`config.mk`:
```
export PLATFORM = sky130hd
export DESIGN_NAME = integer_literal_lexer
export DESIGN_NICKNAME = d
export VERILOG_FILES = /design/src/hdl/intlex_pkg.sv /design/src/hdl/intlex_class.sv /design/src/hdl/intlex_mac.sv /design/src/hdl/intlex_fsm.sv /design/src/hdl/integer_literal_lexer.sv
export SDC_FILE = /design/constraint.sdc
export NUM_CORES = 1
export LEC_CHECK = 0
export ABC_CLOCK_PERIOD_IN_PS = 8800
export BUFFER_PORTS_ARGS = -buffer_cell sky130_fd_sc_hd__buf_4
export CAP_MARGIN = 20
export CORE_MARGIN = 2
export CORE_UTILIZATION = 45
export CTS_BUF_LIST = sky130_fd_sc_hd__clkbuf_16
export DETAILED_ROUTE_END_ITERATION = 16
export SETUP_SLACK_MARGIN = 0.2
export SYNTH_ARGS = -nofsm -noshare
export SYNTH_HDL_FRONTEND = slang
export SYNTH_SLANG_ARGS = --single-unit
```
`constraint.sdc`:
```
create_clock -name clk -period 8.8 [get_ports clk]
set_input_delay 0.88 -clock clk [delete_from_list [all_inputs] [get_ports clk]]
set_output_delay 0.88 -clock clk [all_outputs]
set_load 0.01 [all_outputs]
```
`src/hdl/intlex_pkg.sv`:
```
// ----------------------------------------------------------------------------
// intlex_pkg - integer literal lexer shared definitions
// character codes, radix and type codes, and the structs passed between the
// lexer's modules
// ----------------------------------------------------------------------------
package intlex_pkg;

  localparam int CH_W    = 21;
  localparam int VALUE_W = 64;

  // character codes
  localparam logic [CH_W-1:0] CH_ZERO  = 21'h30;  // 0
  localparam logic [CH_W-1:0] CH_ONE   = 21'h31;  // 1
  localparam logic [CH_W-1:0] CH_NINE  = 21'h39;  // 9
  localparam logic [CH_W-1:0] CH_LO_A  = 21'h61;  // a
  localparam logic [CH_W-1:0] CH_LO_F  = 21'h66;  // f
  localparam logic [CH_W-1:0] CH_UP_A  = 21'h41;  // A
  localparam logic [CH_W-1:0] CH_UP_F  = 21'h46;  // F
  localparam logic [CH_W-1:0] CH_LO_X  = 21'h78;  // x
  localparam logic [CH_W-1:0] CH_UP_X  = 21'h58;  // X
  localparam logic [CH_W-1:0] CH_LO_B  = 21'h62;  // b
  localparam logic [CH_W-1:0] CH_UP_B  = 21'h42;  // B
  localparam logic [CH_W-1:0] CH_LO_L  = 21'h6C;  // l
  localparam logic [CH_W-1:0] CH_UP_L  = 21'h4C;  // L
  localparam logic [CH_W-1:0] CH_LO_U  = 21'h75;  // u
  localparam logic [CH_W-1:0] CH_UP_U  = 21'h55;  // U

  // radix codes
  localparam logic [1:0] RADIX_DEC = 2'd0;
  localparam logic [1:0] RADIX_OCT = 2'd1;
  localparam logic [1:0] RADIX_HEX = 2'd2;
  localparam logic [1:0] RADIX_BIN = 2'd3;

  localparam logic [VALUE_W-1:0] VALUE_ONES = {VALUE_W{1'b1}};

  // what one character is
  typedef struct packed {
    logic       is_zero;
    logic       is_nonzero_dec;
    logic       is_hex_digit;
    logic [3:0] digit;
    logic       is_x;
    logic       is_b;
    logic       is_u;
    logic       is_l;
    logic       upper_l;
  } char_class_t;

  // one finished literal, length travels separately
  typedef struct packed {
    logic               matched;
    logic [1:0]         radix;
    logic [2:0]         type_kind;
    logic [VALUE_W-1:0] value;
    logic               overflow;
  } result_t;

endpackage

```
`src/hdl/intlex_class.sv`:
```
// ----------------------------------------------------------------------------
// intlex_class - character classifier
// decodes one code point into digit value and suffix/prefix letter flags
// ----------------------------------------------------------------------------
module intlex_class (
  input  logic [intlex_pkg::CH_W-1:0] ch,
  output intlex_pkg::char_class_t     cls
);
  import intlex_pkg::*;

  logic is_dec;
  logic is_lo_hex;
  logic is_up_hex;

  always_comb begin
    is_dec    = (ch >= CH_ZERO) && (ch <= CH_NINE);
    is_lo_hex = (ch >= CH_LO_A) && (ch <= CH_LO_F);
    is_up_hex = (ch >= CH_UP_A) && (ch <= CH_UP_F);

    cls.is_zero        = (ch == CH_ZERO);
    cls.is_nonzero_dec = (ch >= CH_ONE) && (ch <= CH_NINE);
    cls.is_hex_digit   = is_dec || is_lo_hex || is_up_hex;
    // letters a..f and A..F have low nibble 1..6
    cls.digit          = is_dec ? ch[3:0] : (ch[3:0] + 4'd9);
    cls.is_x           = (ch == CH_LO_X) || (ch == CH_UP_X);
    cls.is_b           = (ch == CH_LO_B) || (ch == CH_UP_B);
    cls.is_u           = (ch == CH_LO_U) || (ch == CH_UP_U);
    cls.is_l           = (ch == CH_LO_L) || (ch == CH_UP_L);
    cls.upper_l        = (ch == CH_UP_L);
  end

endmodule

```
`src/hdl/intlex_mac.sv`:
```
// ----------------------------------------------------------------------------
// intlex_mac - constant-radix multiply-add
// acc * radix + digit by shifts, with carry out of 64 bits
// ----------------------------------------------------------------------------
module intlex_mac (
  input  logic [intlex_pkg::VALUE_W-1:0] acc,
  input  logic [1:0]                     base,
  input  logic [3:0]                     digit,
  output logic [intlex_pkg::VALUE_W-1:0] sum,
  output logic                           carry
);
  import intlex_pkg::*;

  localparam int WIDE_W = VALUE_W + 4;

  logic [WIDE_W-1:0] acc_wide;
  logic [WIDE_W-1:0] scaled;
  logic [WIDE_W-1:0] wide;

  always_comb begin
    acc_wide = {4'd0, acc};
    case (base)
      RADIX_DEC: scaled = (acc_wide << 3) + (acc_wide << 1);
      RADIX_OCT: scaled = acc_wide << 3;
      RADIX_HEX: scaled = acc_wide << 4;
      default:   scaled = acc_wide << 1;
    endcase
    wide  = scaled + {{(WIDE_W-4){1'b0}}, digit};
    sum   = wide[VALUE_W-1:0];
    carry = |wide[WIDE_W-1:VALUE_W];
  end

endmodule

```
`src/hdl/intlex_fsm.sv`:
```
// ----------------------------------------------------------------------------
// intlex_fsm - literal recognizer
// phase machine, value accumulator and suffix tracking, one character a step
// ----------------------------------------------------------------------------
module intlex_fsm #(
  parameter int LENGTH_BITS = 10
) (
  input  logic                    clk,
  input  logic                    rst,
  input  logic                    step,
  input  logic                    eoi,
  input  intlex_pkg::char_class_t cls,
  output logic                    emit,
  output intlex_pkg::result_t     res,
  output logic [LENGTH_BITS-1:0]  res_length
);
  import intlex_pkg::*;

  typedef enum logic [3:0] {
    PH_START   = 4'd0,
    PH_ZERO    = 4'd1,
    PH_PREFIX  = 4'd2,
    PH_DIGITS  = 4'd3,
    PH_AFTER_U = 4'd4,
    PH_U_L1    = 4'd5,
    PH_L1      = 4'd6,
    PH_L2      = 4'd7,
    PH_DONE    = 4'd8
  } phase_t;

  localparam logic [LENGTH_BITS-1:0] LEN_MAX = {LENGTH_BITS{1'b1}};

  phase_t                 phase, phase_next;
  logic [VALUE_W-1:0]     acc, acc_next;
  logic [LENGTH_BITS-1:0] len, len_next;
  logic [1:0]             base, base_next;
  logic                   uns, uns_next;
  logic [1:0]             longc, longc_next;
  logic                   upper, upper_next;
  logic                   ovf, ovf_next;

  logic [VALUE_W-1:0] mac_sum;
  logic               mac_carry;
  logic               ok;
  logic               cnt;
  logic               do_acc;
  logic               run_digits;
  logic               dig_ok;
  logic               same_l;

  intlex_mac u_mac (
    .acc   (acc),
    .base  (base),
    .digit (cls.digit),
    .sum   (mac_sum),
    .carry (mac_carry)
  );

  always_comb begin
    case (base)
      RADIX_DEC: dig_ok = cls.is_hex_digit && (cls.digit < 4'd10);
      RADIX_OCT: dig_ok = cls.is_hex_digit && (cls.digit < 4'd8);
      RADIX_HEX: dig_ok = cls.is_hex_digit;
      default:   dig_ok = cls.is_hex_digit && (cls.digit < 4'd2);
    endcase
    same_l = cls.is_l && (cls.upper_l == upper);

    phase_next = phase;
    acc_next   = acc;
    len_next   = len;
    base_next  = base;
    uns_next   = uns;
    longc_next = longc;
    upper_next = upper;
    ovf_next   = ovf;
    emit       = 1'b0;
    ok         = 1'b0;
    cnt        = 1'b0;
    do_acc     = 1'b0;
    run_digits = 1'b0;

    if (eoi) begin
      emit = 1'b1;
      case (phase)
        PH_ZERO, PH_DIGITS, PH_AFTER_U, PH_U_L1, PH_L1, PH_L2, PH_DONE: ok = 1'b1;
        default: ok = 1'b0;
      endcase
    end else begin
      case (phase)
        PH_START: begin
          if (cls.is_zero) begin
            base_next  = RADIX_OCT;
            acc_next   = '0;
            cnt        = 1'b1;
            phase_next = PH_ZERO;
          end else if (cls.is_nonzero_dec) begin
            base_next  = RADIX_DEC;
            acc_next   = {{(VALUE_W-4){1'b0}}, cls.digit};
            cnt        = 1'b1;
            phase_next = PH_DIGITS;
          end else begin
            emit = 1'b1;
          end
        end
        PH_ZERO: begin
          if (cls.is_x) begin
            base_next  = RADIX_HEX;
            cnt        = 1'b1;
            phase_next = PH_PREFIX;
          end else if (cls.is_b) begin
            base_next  = RADIX_BIN;
            cnt        = 1'b1;
            phase_next = PH_PREFIX;
          end else begin
            run_digits = 1'b1;
          end
        end
        PH_DIGITS: run_digits = 1'b1;
        PH_PREFIX: begin
          if (dig_ok) begin
            do_acc     = 1'b1;
            phase_next = PH_DIGITS;
          end else begin
            emit = 1'b1;
          end
        end
        PH_AFTER_U: begin
          if (cls.is_l) begin
            longc_next = 2'd1;
            upper_next = cls.upper_l;
            cnt        = 1'b1;
            phase_next = PH_U_L1;
          end else begin
            emit = 1'b1;
            ok   = 1'b1;
          end
        end
        PH_U_L1: begin
          if (same_l) begin
            longc_next = 2'd2;
            cnt        = 1'b1;
            phase_next = PH_DONE;
          end else begin
            emit = 1'b1;
            ok   = 1'b1;
          end
        end
        PH_L1: begin
          if (same_l) begin
            longc_next = 2'd2;
            cnt        = 1'b1;
            phase_next = PH_L2;
          end else if (cls.is_u) begin
            uns_next   = 1'b1;
            cnt        = 1'b1;
            phase_next = PH_DONE;
          end else begin
            emit = 1'b1;
            ok   = 1'b1;
          end
        end
        PH_L2: begin
          if (cls.is_u) begin
            uns_next   = 1'b1;
            cnt        = 1'b1;
            phase_next = PH_DONE;
          end else begin
            emit = 1'b1;
            ok   = 1'b1;
          end
        end
        PH_DONE: begin
          emit = 1'b1;
          ok   = 1'b1;
        end
        default: emit = 1'b1;
      endcase

      // digit run shared by the lone zero and the digit phase
      if (run_digits) begin
        if (dig_ok) begin
          do_acc     = 1'b1;
          phase_next = PH_DIGITS;
        end else if (cls.is_u) begin
          uns_next   = 1'b1;
          cnt        = 1'b1;
          phase_next = PH_AFTER_U;
        end else if (cls.is_l) begin
          longc_next = 2'd1;
          upper_next = cls.upper_l;
          cnt        = 1'b1;
          phase_next = PH_L1;
        end else begin
          emit = 1'b1;
          ok   = 1'b1;
        end
      end
    end

    if (cnt || do_acc) begin
      len_next = (len == LEN_MAX) ? len : len + 1'b1;
    end
    if (do_acc && !ovf) begin
      if (mac_carry) begin
        acc_next = VALUE_ONES;
        ovf_next = 1'b1;
      end else begin
        acc_next = mac_sum;
      end
    end

    if (emit) begin
      phase_next = PH_START;
      acc_next   = '0;
      len_next   = '0;
      base_next  = RADIX_DEC;
      uns_next   = 1'b0;
      longc_next = 2'd0;
      upper_next = 1'b0;
      ovf_next   = 1'b0;
    end

    res.matched   = ok;
    res.radix     = ok ? base : 2'd0;
    res.type_kind = ok ? {longc, uns} : 3'd0;
    res.value     = ok ? (ovf ? VALUE_ONES : acc) : '0;
    res.overflow  = ok && ovf;
    res_length    = ok ? len : '0;
  end

  always_ff @(posedge clk) begin
    if (rst) begin
      phase <= PH_START;
      acc   <= '0;
      len   <= '0;
      base  <= RADIX_DEC;
      uns   <= 1'b0;
      longc <= 2'd0;
      upper <= 1'b0;
      ovf   <= 1'b0;
    end else if (step) begin
      phase <= phase_next;
      acc   <= acc_next;
      len   <= len_next;
      base  <= base_next;
      uns   <= uns_next;
      longc <= longc_next;
      upper <= upper_next;
      ovf   <= ovf_next;
    end
  end

endmodule

```
`src/hdl/integer_literal_lexer.sv`:
```
// ----------------------------------------------------------------------------
// integer_literal_lexer - C/C++ integer literal recognizer
// one character per transfer in, one result per literal out
// ----------------------------------------------------------------------------
// usage
//   input channel (in_valid/in_ready): one code point per transfer in ch, or
//   end_of_input to close the stream. the character that ends a literal is
//   dropped and the next transfer starts a new literal.
//   output channel (out_valid/out_ready): one transfer per literal, carrying
//   matched, literal_length, radix, type_kind, literal_value and overflow. a
//   failed match comes out with every field zero.
//   a result is offered by the result register, which loads when the
//   character that ends the literal steps the lexer out of the input
//   register; a stalled result holds that step back.
//   throughput: one character per cycle while the result side is not
//   stalled; each character is decoded and folded into the accumulator
//   by a single shift-add between the input register and the result register.
//   reset clears the phase machine and both registers; the block accepts a
//   character in the first cycle after reset.
//   a stalled receiver holds the result; one more character can wait in the
//   input register, then in_ready stays low until the result is taken.
// ----------------------------------------------------------------------------
module integer_literal_lexer #(
  parameter int LENGTH_BITS = 10
) (
  input  logic                           clk,
  input  logic                           rst,
  // character channel
  input  logic                           in_valid,
  output logic                           in_ready,
  input  logic [intlex_pkg::CH_W-1:0]    ch,
  input  logic                           end_of_input,
  // result channel
  output logic                           out_valid,
  input  logic                           out_ready,
  output logic                           matched,
  output logic [LENGTH_BITS-1:0]         literal_length,
  output logic [1:0]                     radix,
  output logic [2:0]                     type_kind,
  output logic [intlex_pkg::VALUE_W-1:0] literal_value,
  output logic                           overflow
);
  import intlex_pkg::*;

  // input register
  logic            in_full;
  logic [CH_W-1:0] ch_q;
  logic            eoi_q;

  // step the lexer when the result register can take whatever comes out
  logic            step;
  logic            emit;
  char_class_t     cls;
  result_t         res;
  logic [LENGTH_BITS-1:0] res_length;

  assign step     = in_full && (!out_valid || out_ready);
  assign in_ready = !in_full || step;

  intlex_class u_class (
    .ch  (ch_q),
    .cls (cls)
  );

  intlex_fsm #(
    .LENGTH_BITS (LENGTH_BITS)
  ) u_fsm (
    .clk        (clk),
    .rst        (rst),
    .step       (step),
    .eoi        (eoi_q),
    .cls        (cls),
    .emit       (emit),
    .res        (res),
    .res_length (res_length)
  );

  // input stage control
  always_ff @(posedge clk) begin
    if (rst) begin
      in_full <= 1'b0;
    end else if (in_ready) begin
      in_full <= in_valid;
    end
  end

  // input stage payload, loaded on every transfer
  always_ff @(posedge clk) begin
    if (in_valid && in_ready) begin
      ch_q  <= ch;
      eoi_q <= end_of_input;
    end
  end

  // result register control
  always_ff @(posedge clk) begin
    if (rst) begin
      out_valid <= 1'b0;
    end else if (step && emit) begin
      out_valid <= 1'b1;
    end else if (out_ready) begin
      out_valid <= 1'b0;
    end
  end

  // result register payload
  always_ff @(posedge clk) begin
    if (step && emit) begin
      matched        <= res.matched;
      literal_length <= res_length;
      radix          <= res.radix;
      type_kind      <= res.type_kind;
      literal_value  <= res.value;
      overflow       <= res.overflow;
    end
  end

endmodule

```
* After elaboration in Yosys (flattened, before gate mapping) *
Index checks and enable logic that the tools add are counted.

cells by class
  add/sub/neg operators = 4
  multiplexer cells = 110
  equality and inequality tests = 26
  magnitude comparators = 10
  reductions and logical operators = 43

operators with widths
  cell                     count
  $mux W64                 8
  $pmux W68 S3             1
  $eq A21 B7 Y1 const B    8
  $add A67 B65 Y68         1
  $add A68 B4 Y68          1
  $mux W4                  16
  $mux W1                  59
  $ge A21 B6 Y1 const B    2
  $ge A21 B7 Y1 const B    2
  $le A21 B7 Y1 const B    2
  $mux W10                 3
  $mux W2                  14
  $pmux W4 S7              1
  $eq A21 B6 Y1 const B    1
  $le A21 B6 Y1 const B    1
  $eq A4 B3 Y1 const B     4
  $logic_and A1 B1 Y1      13
  $add A10 B1 Y10 const B  1
  $eq A10 B10 Y1 const B   1
  $logic_or A1 B1 Y1       9
  $eq A4 B2 Y1 const B     2
  $lt A4 B4 Y1 const B     2
  $ne A4 B4 Y1 const B     2
  $pmux W2 S2              2
  other kinds (28)         37

storage, ports and cells
  output and inout port bits = 83
  word-level logic and storage cells = 211
  register bits = 190

* Longest topological paths before layout *
Gate-level depths: netlist (run 1).

  depth after elaboration = 15
  depth in mapped cells = 29
  depth with buffers taken out = 22

* By module *
From an unflattened synthesis (run 1), not the netlist that was laid out.

unflattened totals
  cells, all modules = 2126
  area, all modules = 16492.1 um2

modules (own cells, without submodules)
  module                 area an instance (um2)  seq. area each (um2)  times used  cells each
  intlex_mac             8192.9                  0.0                   1           1288
  intlex_fsm             4784.6                  1701.6                1           682
  integer_literal_lexer  3195.6                  3133.0                1           114
  intlex_class           319.1                   0.0                   1           42

* Least setup slack after synthesis (run 1) *
Ideal clock, no wire load.

  path kind = register to register
  from = register u_fsm.base[1]
  to = register u_fsm.acc[1]
  slack = 1474 ps
  stages on the path, launching flop included = 28
  data required time = 8683 ps
  period minus slack after synthesis = 7326 ps
  arrival = 7208 ps
  path buffers = 13
  library setup time = 117 ps
  path through = dfxtp_1 > buf_6 > buf_4 > buf_4 > buf_4 > buf_6 > buf_4 > buf_4 > buf_2 > buf_1 > clkbuf_1 > buf_1 > mux2_2 > a22o_1 > ha_1 > a21o_1 > nand3_1 > or4b_4 > or4_4 > or3_4 > or4b_1 > buf_2 > or3_1 > buf_2 > nor4_4 > mux2_4 > or4_1 > a32o_1

between the ends
  cells in the longest elaborated chain, start to end = 11

ends and longest elaborated chain
  element                                                   line               text
  start, declared                                           intlex_fsm.sv:36   logic [1:0] base, base_next;
  start signal, assigned                                    intlex_fsm.sv:245  base <= base_next;
  branches (longest 11 deep; another with $add A68 B4 Y68)  -
  end signal, assigned                                      intlex_fsm.sv:243  acc <= acc_next;
  end, declared                                             intlex_fsm.sv:34   logic [VALUE_W-1:0] acc, acc_next;

Parallel ways; which one is timed is not known.
A chain may end at the register's enable or synchronous reset.

* Worst setup path after layout (run 1) *
  from = register ch_q[1]
  to = register u_fsm.acc[57]

between the ends
  cells in the longest elaborated chain, start to end = 15

ends and longest elaborated chain
  element                                         line                                                  text
  start, declared                                 integer_literal_lexer.sv:47                           logic [CH_W-1:0] ch_q;
  start signal, assigned                          integer_literal_lexer.sv:90                           ch_q <= ch;
  $ge A21 B6 Y1 (tied with other cells)           intlex_class.sv:16                                    is_dec = (ch >= CH_ZERO) && (ch <= CH_NINE);
  $logic_and A1 B1 Y1 (on tied branches)          intlex_class.sv:16, intlex_class.sv:17
  $mux W4 or $logic_or A1 B1 Y1 (tied branches)   intlex_class.sv:24, intlex_class.sv:22
  $lt A4 B2 Y1 (tied with other cells)            intlex_fsm.sv:64                                      default: dig_ok = cls.is_hex_digit && (cls.digit < 4'd2);
  $logic_and A1 B1 Y1 (on tied branches)          intlex_fsm.sv:64, intlex_fsm.sv:61, intlex_fsm.sv:62
  $pmux W1 S3                                     intlex_fsm.sv:60                                      case (base)
  $mux W1                                         intlex_fsm.sv:120                                     if (dig_ok) begin
  $pmux W1 S7                                     intlex_fsm.sv:89                                      case (phase)
  $mux W1                                         intlex_fsm.sv:188                                     end else if (cls.is_l) begin
  $mux W1                                         intlex_fsm.sv:184                                     end else if (cls.is_u) begin
  $mux W1                                         intlex_fsm.sv:181                                     if (dig_ok) begin
  $mux W1                                         intlex_fsm.sv:180                                     if (run_digits) begin
  $mux W1                                         intlex_fsm.sv:82                                      if (eoi) begin
  $ne A3 B1 Y1 (no line) (tied with other cells)  -
  $reduce_and A4 Y1 (no line)                     -

Parallel ways exist; a longest one is shown, timed or not. The select of a mux whose other input is x is not followed.

==> results of run 1 <==
## how the worst max path moves through the flow
stage	from	end
6_report	ch_q[1]	u_fsm.acc[57]
5_1_grt	ch_q[1]	u_fsm.acc[38]
4_1_cts	ch_q[1]	u_fsm.acc[57]
3_5_place_dp	ch_q[1]	u_fsm.acc[57]
3_3_place_gp	ch_q[1]	u_fsm.acc[63]
2_1_floorplan	u_fsm.base[1]	u_fsm.acc[1]
## metal layers
metal | wire, um | share of wire (%) | GRT usage, % | vias up
met1 | 26700 | 46 | 42.9 | 8101
met3 | 4340 | 7.4 | 4.95 | 79
met5 | 0 | 0 | 0 | -
li1 | - | - | - | 7885
met2 | 26400 | 45 | 46.9 | 750
met4 | 1200 | 2.0 | 8.02 | 0
## where the power goes
part / internal (mW) / switching, mW
registers: 0.954 / 0.0103
clock network: 0.430 / 0.407
logic: 0.0370 / 0.0708
## kinds of logic after synthesis
family                     after synthesis
adders and majority gates               73
AOI/OAI and AO/OA                      663
DFF                                    190
buffers and inverters                  179
and+or+nand+nor                        829
xor gates and xnor gates               112
muxes                                   60
## worst reg2reg max path: stages (launching register included)
cell      delay, ns
edfxtp_1       0.47
inv_1          0.16
ha_1           0.21
o21ba_2        0.17
o21ai_0        0.21
nand3_1        0.28
nor2_1         0.17
a21oi_1        0.09
inv_1          0.09
ha_1           0.18
fa_1           0.22
a21o_1         0.18
nand3_1        0.18
or4b_4         0.53
or4_4          0.46
or3_4          0.41
or4b_1         0.61
or3_1          0.55
nor4_4         0.30
mux2_4         0.56
nor2_4         0.61
a311oi_2       0.19
## flip-flops by register name, summed over array words and instances, names as in the netlist
| name | count |
|---|---|
| radix | 2 |
| u_fsm.uns | 1 |
| out_valid | 1 |
| u_fsm.phase | 4 |
| literal_value | 64 |
| overflow | 1 |
| in_full | 1 |
| u_fsm.acc | 64 |
| literal_length | 10 |
| matched | 1 |
| type_kind | 3 |
| ch_q | 21 |
| u_fsm.longc | 2 |
| u_fsm.base | 2 |
| u_fsm.ovf | 1 |
| eoi_q | 1 |
| u_fsm.upper | 1 |
| u_fsm.len | 10 |
## cell type report
type                            count  area (um^2)  area share (%)
Multi-Input combinational cell   1737        11100            61.0
Sequential cell                   190         4840            26.5
Timing Repair Buffer              128          958            5.25
Tap cell                          468          586            3.21
Clock buffer                       17          425            2.33
Clock inverter                     15          183            1.00
Inverter                           35          133           0.727
## Yosys cell counts (13+ instances only)
master	instances
nor2_1	256
nand2_1	226
a21oi_1	222
o21ai_0	108
clkbuf_1	104
edfxtp_1	103
dfxtp_1	87
ha_1	70
xnor2_1	69
o31ai_1	62
nor3_1	52
nand3_1	50
nand4_1	48
xor2_1	43
a21o_1	40
inv_1	34
nor2b_1	30
mux2_2	26
or3_1	24
mux2i_1	23
o21a_1	22
a31oi_1	21
buf_2	20
a211oi_1	19
a22oi_1	19
nor4_1	19
and3_1	18
and4_1	18
o211ai_1	17
and2_1	16
nand2b_1	15
a22o_1	13
o21bai_1	13
==> flow_summary.yaml, run 1 <==
status:
  outcome: "complete, no violations"
worst_setup_path:
  cpLargestDelayFamily: "simple AND/OR/NAND/NOR gates"
  path_max_fanout: 47
  reg2reg_slack_ns: 1.83
  cp_num_buf_inv: 2
  critical_path_class: "reg2reg"
  worstReg2RegEnd: "u_fsm.acc[57]"
  crit_cells: 21
  cp-end-kind: "register"
  crit_path_max_incr_delay_ns: 0.61
  reg2reg_depth: 21
  required_ns: 9.11
  startpoint_type: "register"
  crit_path_top_delay_cell: "or4b_1"
  path_cells: "inv_1 -> ha_1 -> o21ba_2 -> o21ai_0 -> nand3_1 -> nor2_1 -> a21oi_1 -> inv_1 -> ha_1 -> fa_1 -> a21o_1 -> nand3_1 -> or4b_4 -> or4_4 -> or3_4 -> or4b_1 -> or3_1 -> nor4_4 -> mux2_4 -> nor2_4 -> a311oi_2"
  crit_arrival_ns: 7.28
  r2r_start: "ch_q[1]"
global_routing:
  first_global_vias: 15513
  antenna_found_initial: 0
  grt_max_degree: 79
  grt_pass1_wl_um: 90900
  grt.overflow.total: 0
  grt_usage_pct: 30.0
timing:
  max_freq_mhz: 143
  fin_skew_ns: 0.0124
  finalHoldViolations: 0
  worst_pin_slew_ns: 1.09
  layout_setup_ws_ns: 1.83
  rsz0062_at_grt: "no"
  period_minus_slack_ns: 6.97
  setup-tns-final_ns: 0
  timing.slew.headroom_pct: 25.1
  finalSetupViolations: 0
  period_share_pct: 79.2
  drv_slew: 0
  hold_ws_ns: 0.483
job:
  maxCapViolCount: 0
detailed_routing:
  drt_first_iter_violations: 1798
  via_per_inst: 6.49
  final_antenna_net_count: 0
  drc: 0
  wirelength_um: 58700
  num_vias: 16815
  drt-pass1-iter-count: 6
  wl_per_cell_um: 22.6
logic_synthesis:
  synth.distinct_cells: 99
  synth-main-ff-cell: "edfxtp_1"
  ys_top_cells_by_area: "edfxtp_1, dfxtp_1, a21oi_1"
  syn_area_um2: 16700
  yosysWarnings: 0
  syn_inst: 2106
  synth-simple-area-share_pct: 24.2
  synth_fa_ha_area_share_pct: 5.55
  syn_nets: 2204
  synth.top_cell.area_share_pct: 18.6
  synth-xor-area-share_pct: 5.88
  ys_async_sr_fraction_pct: 0
  synth_top_family_by_area: "compound AO/OA/AOI/OAI gates"
  synth-seq-cells: 190
  synth_compound_area_share_pct: 26.2
  synth_area_per_cell_um2: 7.92
  synth_edf_count: 103
  muxShareOfSynthArea_pct: 4.58
  seq_area_frac_synth_pct: 29.0
  yosysTopAreaCell: "edfxtp_1"
placement:
  gp_congestion: 1.03
  dpl_worst_slack_ns: 1.94
  dp_hpwl_um: 42900
  portBuffers: 108
  placed_area_um2: 17600
  place_inst: 2557
min_path:
  min_path_cells: 2
  hold_path_class: "reg2reg"
  hp-start: "u_fsm.uns"
  hold_end: "u_fsm.uns"
cells_and_area:
  fin_util_pct: 50.0
  final_cells: 2590
  finalNetCount: 2207
  area_growth_pct: 9.50
  fillerInstances: 3601
  insertedDiodeCount: 0
  final_area_um2: 18300
  layout_common_cells: "nor2_1, nand2_1, a21oi_1"
  drive_above_1_share_pct: 11.5
  final_common_cell: "nor2_1"
floorplanning:
  start_util_pct: 45.6
  dieHeight_um: 196
  die-width_um: 196
  ioPinCount: 109
  rows: 70
  coreArea_um2: 36500
  dieArea_um2: 38600
pwr:
  peakVddDrop_uv: 144
  powerDensity_nw_per_um2: 105
  leakagePower_nw: 6.87
  power_mw: 1.91
clock_network:
  clk_pin_slew_ns: 0.08
  cts_setup_buffers: 0
  postCtsHoldBufs: 0
  cts_resized: 0
  clk_latency_ns: 0.46
  htreeDepth: 4
  cts_buffer_depth: 2
  cts_root_buffer: "clkbuf_16"
  cts_inserted_buffers: 17
  clkSinkCount: 190
  tritoncts: "built"
(Power assumes the default switching activity.)
==> run 2, diff against run 1 <==
--- a/config.mk
+++ b/config.mk
@@ -5,7 +5,7 @@
 export SDC_FILE = /design/constraint.sdc
 export NUM_CORES = 1
 export LEC_CHECK = 0
-export ABC_CLOCK_PERIOD_IN_PS = 8800
+export ABC_CLOCK_PERIOD_IN_PS = 6190
 export BUFFER_PORTS_ARGS = -buffer_cell sky130_fd_sc_hd__buf_4
 export CAP_MARGIN = 20
 export CORE_MARGIN = 2
==> constraint.sdc (replaced) <==
create_clock -name clk -period 6.19 [get_ports clk]
set_input_delay 0.619 -clock clk [delete_from_list [all_inputs] [get_ports clk]]
set_output_delay 0.619 -clock clk [all_outputs]
set_load 0.01 [all_outputs]
==> run 2 against run 1 <==
Compared with the run above: count of clock-buffer cells in the layout unchanged; non-clock buffer count rose by 51; maximum frequency is 21% higher; critical path depth down 4; register-to-register slack lost 1.4 ns; clock skew rose by 0.0067 ns; flip-flop and latch count did not move; utilization is 1.3 points higher; worst hold slack worse by 0.16 ns; combinational power rose by 54%; largest cell class unchanged.
==> flow_summary.yaml, run 2 (synthesis results as in run 1) <==
status:
  outcome: "complete, no violations"
cells_and_area:
  insertedDiodeCount: 0
  area_growth_pct: 12.4
  fillerInstances: 3511
  final_common_cell: "nor2_1"
  reg.largest.list: "literal_value (64), u_fsm.acc (64), ch_q (21)"
  finalNetCount: 2258
  drive_above_1_share_pct: 14.5
  final_area_um2: 18700
  layout_common_cells: "nor2_1, nand2_1, a21oi_1"
timing:
  max_freq_mhz: 174
  period_share_pct: 92.8
  timing.slew.headroom_pct: 30.8
  finalHoldViolations: 0
  drv_slew: 0
  worst_pin_slew_ns: 1.04
  finalSetupViolations: 0
  rsz0062_at_grt: "no"
  fin_skew_ns: 0.0191
  layout_setup_ws_ns: 0.444
  period_minus_slack_ns: 5.75
floorplanning:
  die-width_um: 196
  coreArea_um2: 36500
  start_util_pct: 45.6
  dieArea_um2: 38600
  rows: 70
  dieHeight_um: 196
  ioPinCount: 109
detailed_routing:
  drc: 0
  final_antenna_net_count: 0
  drt_first_iter_violations: 1606
  wl_per_cell_um: 21.9
  wirelength_um: 57800
  num_vias: 16849
  drt-pass1-iter-count: 6
  via_per_inst: 6.38
min_path:
  hold_path_class: "in2reg"
global_routing:
  grt_max_degree: 59
  first_global_vias: 15831
  grt_pass1_wl_um: 90700
  antenna_found_initial: 1
  grt_usage_pct: 29.8
  grt.overflow.total: 0
worst_setup_path:
  cp-end-kind: "register"
  path_max_fanout: 29
  required_ns: 6.56
  crit_arrival_ns: 6.12
  startpoint_type: "register"
  critical_path_class: "reg2reg"
clock_network:
  htreeDepth: 4
  cts_buffer_depth: 2
  clkSinkCount: 190
  clk_pin_slew_ns: 0.08
  cts_root_buffer: "clkbuf_16"
  clk_latency_ns: 0.47
  postCtsHoldBufs: 0
  tritoncts: "built"
  cts_inserted_buffers: 17
placement:
  placed_area_um2: 18000
  portBuffers: 108
  dpl_worst_slack_ns: 0.105
  dp_hpwl_um: 42800
  gp_congestion: 1.02
pwr:
  leakagePower_nw: 7.10
  peakVddDrop_uv: 206
  powerDensity_nw_per_um2: 143
job:
  maxCapViolCount: 0
[run 2: cell count changes in the layout (fill, tap and decap cells not counted), sizes merged]
| cell | before | now |
|---|---|---|
| clkinvlp | 3 | 1 |
| clkinv | 4 | 5 |
| inv | 41 | 42 |
| buf | 128 | 179 |
| bufinv | 2 | 1 |
[run 2: cell type report]
type	count	area, um^2	share of cell area [%]
sequential	190	4840	25.8
multi-input combinational	1737	11200	59.9
clock buffer	17	425	2.27
timing repair buffer	179	1370	7.30
clock inverter	14	155	0.828
tap	468	586	3.12
inverter	35	133	0.708
[run 2: critical path, cell delays in order (launching register included)]
cell and delay, ns:
dfxtp_1 0.60, ha_1 0.33, a21o_1 0.18, and4_1 0.22, o211ai_1 0.62, nand4_1 0.30
a21oi_1 0.38, xnor2_1 0.18, mux4_2 0.29, or4b_1 0.62, nor3_1 0.35, buf_4 0.27
a41oi_1 0.19, a31oi_4 0.23, buf_4 0.37, nor2_4 0.07, buf_12 0.17, o41ai_2 0.26
[run 2: repair_timing]
| action | CTS | global route |
|---|---|---|
| endpoints found under the setup margin | 60 | 65 |
| endpoints found under the hold margin | 0 | 0 |
| buffers inserted | 2 | 3 |
| resized for setup | 3 | 16 |
| pin swaps | 1 | 5 |
[run 2: layer usage]
metal  share of wire (%)  track usage (%)
met1                  45             41.1
met4                 2.7             8.81
met3                 6.7             4.18
met2                  46             48.6
met5                   0                0
[run 2: report_power, final]
group	internal (mW)	total (mW)	leakage [nW]	switching (mW)
sequential	1.36	1.37	1.68	0.0153
combinational	0.0600	0.166	5.13	0.106
clock	0.572	1.14	0.287	0.572
[run 2: worst paths after layout]
path	end	cells after the start	from	slack (ns)
max	u_fsm.ovf	17	u_fsm.acc[3]	0.44
max reg2reg	u_fsm.ovf	17	u_fsm.acc[3]	0.44
min reg2reg	u_fsm.uns	2	u_fsm.uns	0.48
min	ch_q[11]	1	ch[11]	0.32
[run 2: through the flow]
stage                     setup TNS (ns)  std cells  hold slack (ns)  utilization, %  power, mW
after global routing                   0       2640            0.300            51.3       2.76
after floorplan                    -8.66       2106            0.429               -       1.49
after detailed placement               0       2604            0.461            49.4       1.57
final                                  0       2640            0.324            51.3       2.68
after global placement                 0       2604            0.446            49.4       1.56
after CTS                              0       2637            0.305            51.1       2.70
==> run 3, diff against run 2 <==
--- a/config.mk
+++ b/config.mk
@@ -5,6 +5,7 @@
 export SDC_FILE = /design/constraint.sdc
 export NUM_CORES = 1
 export LEC_CHECK = 0
+export ABC_AREA = 1
 export ABC_CLOCK_PERIOD_IN_PS = 6190
 export BUFFER_PORTS_ARGS = -buffer_cell sky130_fd_sc_hd__buf_4
 export CAP_MARGIN = 20
==> run 3 against run 2 <==
Compared with the run above: critical path depth grew 17; power shrank 0.55%; count of clock-buffer cells in the layout is the same; register-to-register slack gained 0.60 ns; synthesized area grew 13%.
==> flow_summary.yaml, run 3 <==
status:
  outcome: "complete, no violations"
logic_synthesis:
  synth_edf_count: 103
  synth_area_per_cell_um2: 6.00
  synth_top_family_by_area: "simple AND/OR/NAND/NOR gates"
  synth-simple-area-share_pct: 38.1
  yosysMostFrequentCell: "nand2_1"
  muxShareOfSynthArea_pct: 0
  synth_compound_area_share_pct: 14.7
  yosysTopAreaCell: "nand2_1"
  synth.distinct_cells: 61
  synth_fa_ha_area_share_pct: 4.86
  synth-xor-area-share_pct: 2.56
  synth.top_cell.area_share_pct: 19.7
  ys_async_sr_fraction_pct: 0
  syn_inst: 3143
  synth-seq-cells: 190
  synth_common_cells: "nand2_1, inv_1, nor2_1"
  seq_area_frac_synth_pct: 25.7
  syn_nets: 3241
  syn_area_um2: 18800
  synth-main-ff-cell: "edfxtp_1"
  yosysWarnings: 0
  ys_top_cells_by_area: "nand2_1, edfxtp_1, inv_1"
detailed_routing:
  drt_first_iter_violations: 1862
  final_antenna_net_count: 0
  wl_per_cell_um: 19.0
  dr_wl_met2_um: 31200
  drc: 0
  wl_met3_um: 6030
  drt-pass1-iter-count: 5
  num_vias: 20460
  met1_length_um: 31700
  wirelength_um: 71200
  maxUsedRoutingLayer: "met4"
  via_per_inst: 5.46
worst_setup_path:
  critical_path_class: "reg2reg"
  cp-end-kind: "register"
  path_max_fanout: 60
  crit_arrival_ns: 5.45
  cpLargestDelayFamily: "simple AND/OR/NAND/NOR gates"
  crit_path_top_delay_cell: "nand2_8"
  cp_num_buf_inv: 3
  startpoint_type: "register"
  crit_path_max_incr_delay_ns: 0.49
  required_ns: 6.49
cells_and_area:
  reg.largest.list: "literal_value (64), u_fsm.acc (64), ch_q (21)"
  area_growth_pct: 9.20
  finalNetCount: 3303
  fin_util_pct: 50.1
  fillerInstances: 4467
  insertedDiodeCount: 0
  final_common_cell: "nand2_1"
  layout_common_cells: "nand2_1, inv_1, nor2_1"
  drive_above_1_share_pct: 9.32
pwr:
  intPower_mw: 1.98
  peakVddDrop_uv: 203
  power_mw: 2.67
  powerDensity_nw_per_um2: 130
  power.switching_mw: 0.687
  p_clk_share_pct: 43.1
  pwr-share-comb_pct: 5.5
  p_sw_share_pct: 25.7
  seqPwrFrac_pct: 51.4
  leakagePower_nw: 9.51
global_routing:
  first_global_vias: 19121
  grt_usage_pct: 32.4
  grt.overflow.total: 0
  antenna_found_initial: 0
  grt_max_degree: 65
  grt_pass1_wl_um: 109000
clock_network:
  cts_resized: 0
  clk_latency_ns: 0.47
  cts_root_buffer: "clkbuf_16"
  clkSinkCount: 190
  cts_setup_buffers: 0
  cts_buffer_depth: 2
  tritoncts: "built"
  postCtsHoldBufs: 0
  cts_inserted_buffers: 17
  clk_pin_slew_ns: 0.08
  htreeDepth: 4
job:
  maxCapViolCount: 0
timing:
  setup-tns-final_ns: 0
  hold_ws_ns: 0.332
  timing.slew.headroom_pct: 37.2
  drv_slew: 0
  period_share_pct: 83.2
  rsz0062_at_grt: "no"
  finalSetupViolations: 0
  worst_pin_slew_ns: 0.940
  fin_skew_ns: 0.0177
  period_minus_slack_ns: 5.15
  max_freq_mhz: 194
  finalHoldViolations: 0
floorplanning:
  die-width_um: 209
  start_util_pct: 45.8
  coreArea_um2: 41100
  rows: 74
  ioPinCount: 109
  dieArea_um2: 43500
  dieHeight_um: 209
placement:
  dp_hpwl_um: 56900
  gp_congestion: 0.997
  portBuffers: 108
min_path:
  hold_path_class: "in2reg"
run 3: cell types whose count changed after synthesis, sizes merged, moves of 27 or more:
cell / delta
nand2: +777
inv: +550
nand3: +152
nor2: +117
xnor2: -65
o31ai: -62
clkbuf: -61
a21oi: +49
a21o: -40
nor2b: -30
mux2: -27
run 3: path summary, 6_finish.rpt:
kind                                      from              to  slack [ns]  cells after the start
worst max-delay path                   ch_q[9]   u_fsm.acc[23]        1.04                     34
worst min register to register  u_fsm.longc[1]  u_fsm.longc[1]        0.47                      2
worst max register to register         ch_q[9]   u_fsm.acc[23]        1.04                     34
worst min-delay path                    ch[18]        ch_q[18]        0.33                      1
run 3: layer usage:
metal,track usage [%],vias to the layer above
li1,-,10101
met2,51.4,807
met1,45.3,9438
met5,0,-
met4,10.9,0
met3,4.73,114
run 3: power by group through the flow:
stage | registers, mW | clock network [mW] | logic, mW
global placement | 1.40 | 0 | 0.146
global route | 1.38 | 1.22 | 0.159
floorplan | 1.41 | 0 | 0.0667
finish | 1.37 | 1.15 | 0.146
CTS | 1.37 | 1.17 | 0.148
detailed placement | 1.40 | 0 | 0.147
run 3: worst reg2reg max path: cells and delay by family (launching register included):
family                     cells  cell delay (ns)
DFF                            1             0.37
buffers and inverters          3             0.23
AOI/OAI and AO/OA              1             0.19
adders and majority gates      1             0.32
and+or+nand+nor               29             3.85
run 3: area by class of cell:
class / instances / area, um^2 / share of cell area (%)
timing repair buffer: 121 / 908 / 4.41
clock inverter: 15 / 169 / 0.821
multi-input combinational: 2286 / 11400 / 55.2
sequential: 190 / 4840 / 23.5
clock buffer: 17 / 425 / 2.07
inverter: 589 / 2220 / 10.8
tap: 532 / 666 / 3.23
run 3: logic make-up (layout without fill, tap and decap cells):
kind of cell / Yosys count / count (layout)
AO/OA/AOI/OAI: 457 / 457
AND/OR/NAND/NOR: 1702 / 1702
flip-flops: 190 / 190
XOR/XNOR: 55 / 55
adder cells (fa/ha/maj): 72 / 72
buffers and inverters: 667 / 742
run 3: per-stage QoR:
step / setup slack [ns] / cell area, um^2 / instances
CTS: 1.02 / 20600 / 3750
global route: 0.490 / 20600 / 3750
finish: 1.04 / 20600 / 3750
floorplan: 1.81 / 18800 / 3143
detailed placement: 1.04 / 20000 / 3718
global placement: 1.17 / 20000 / 3718
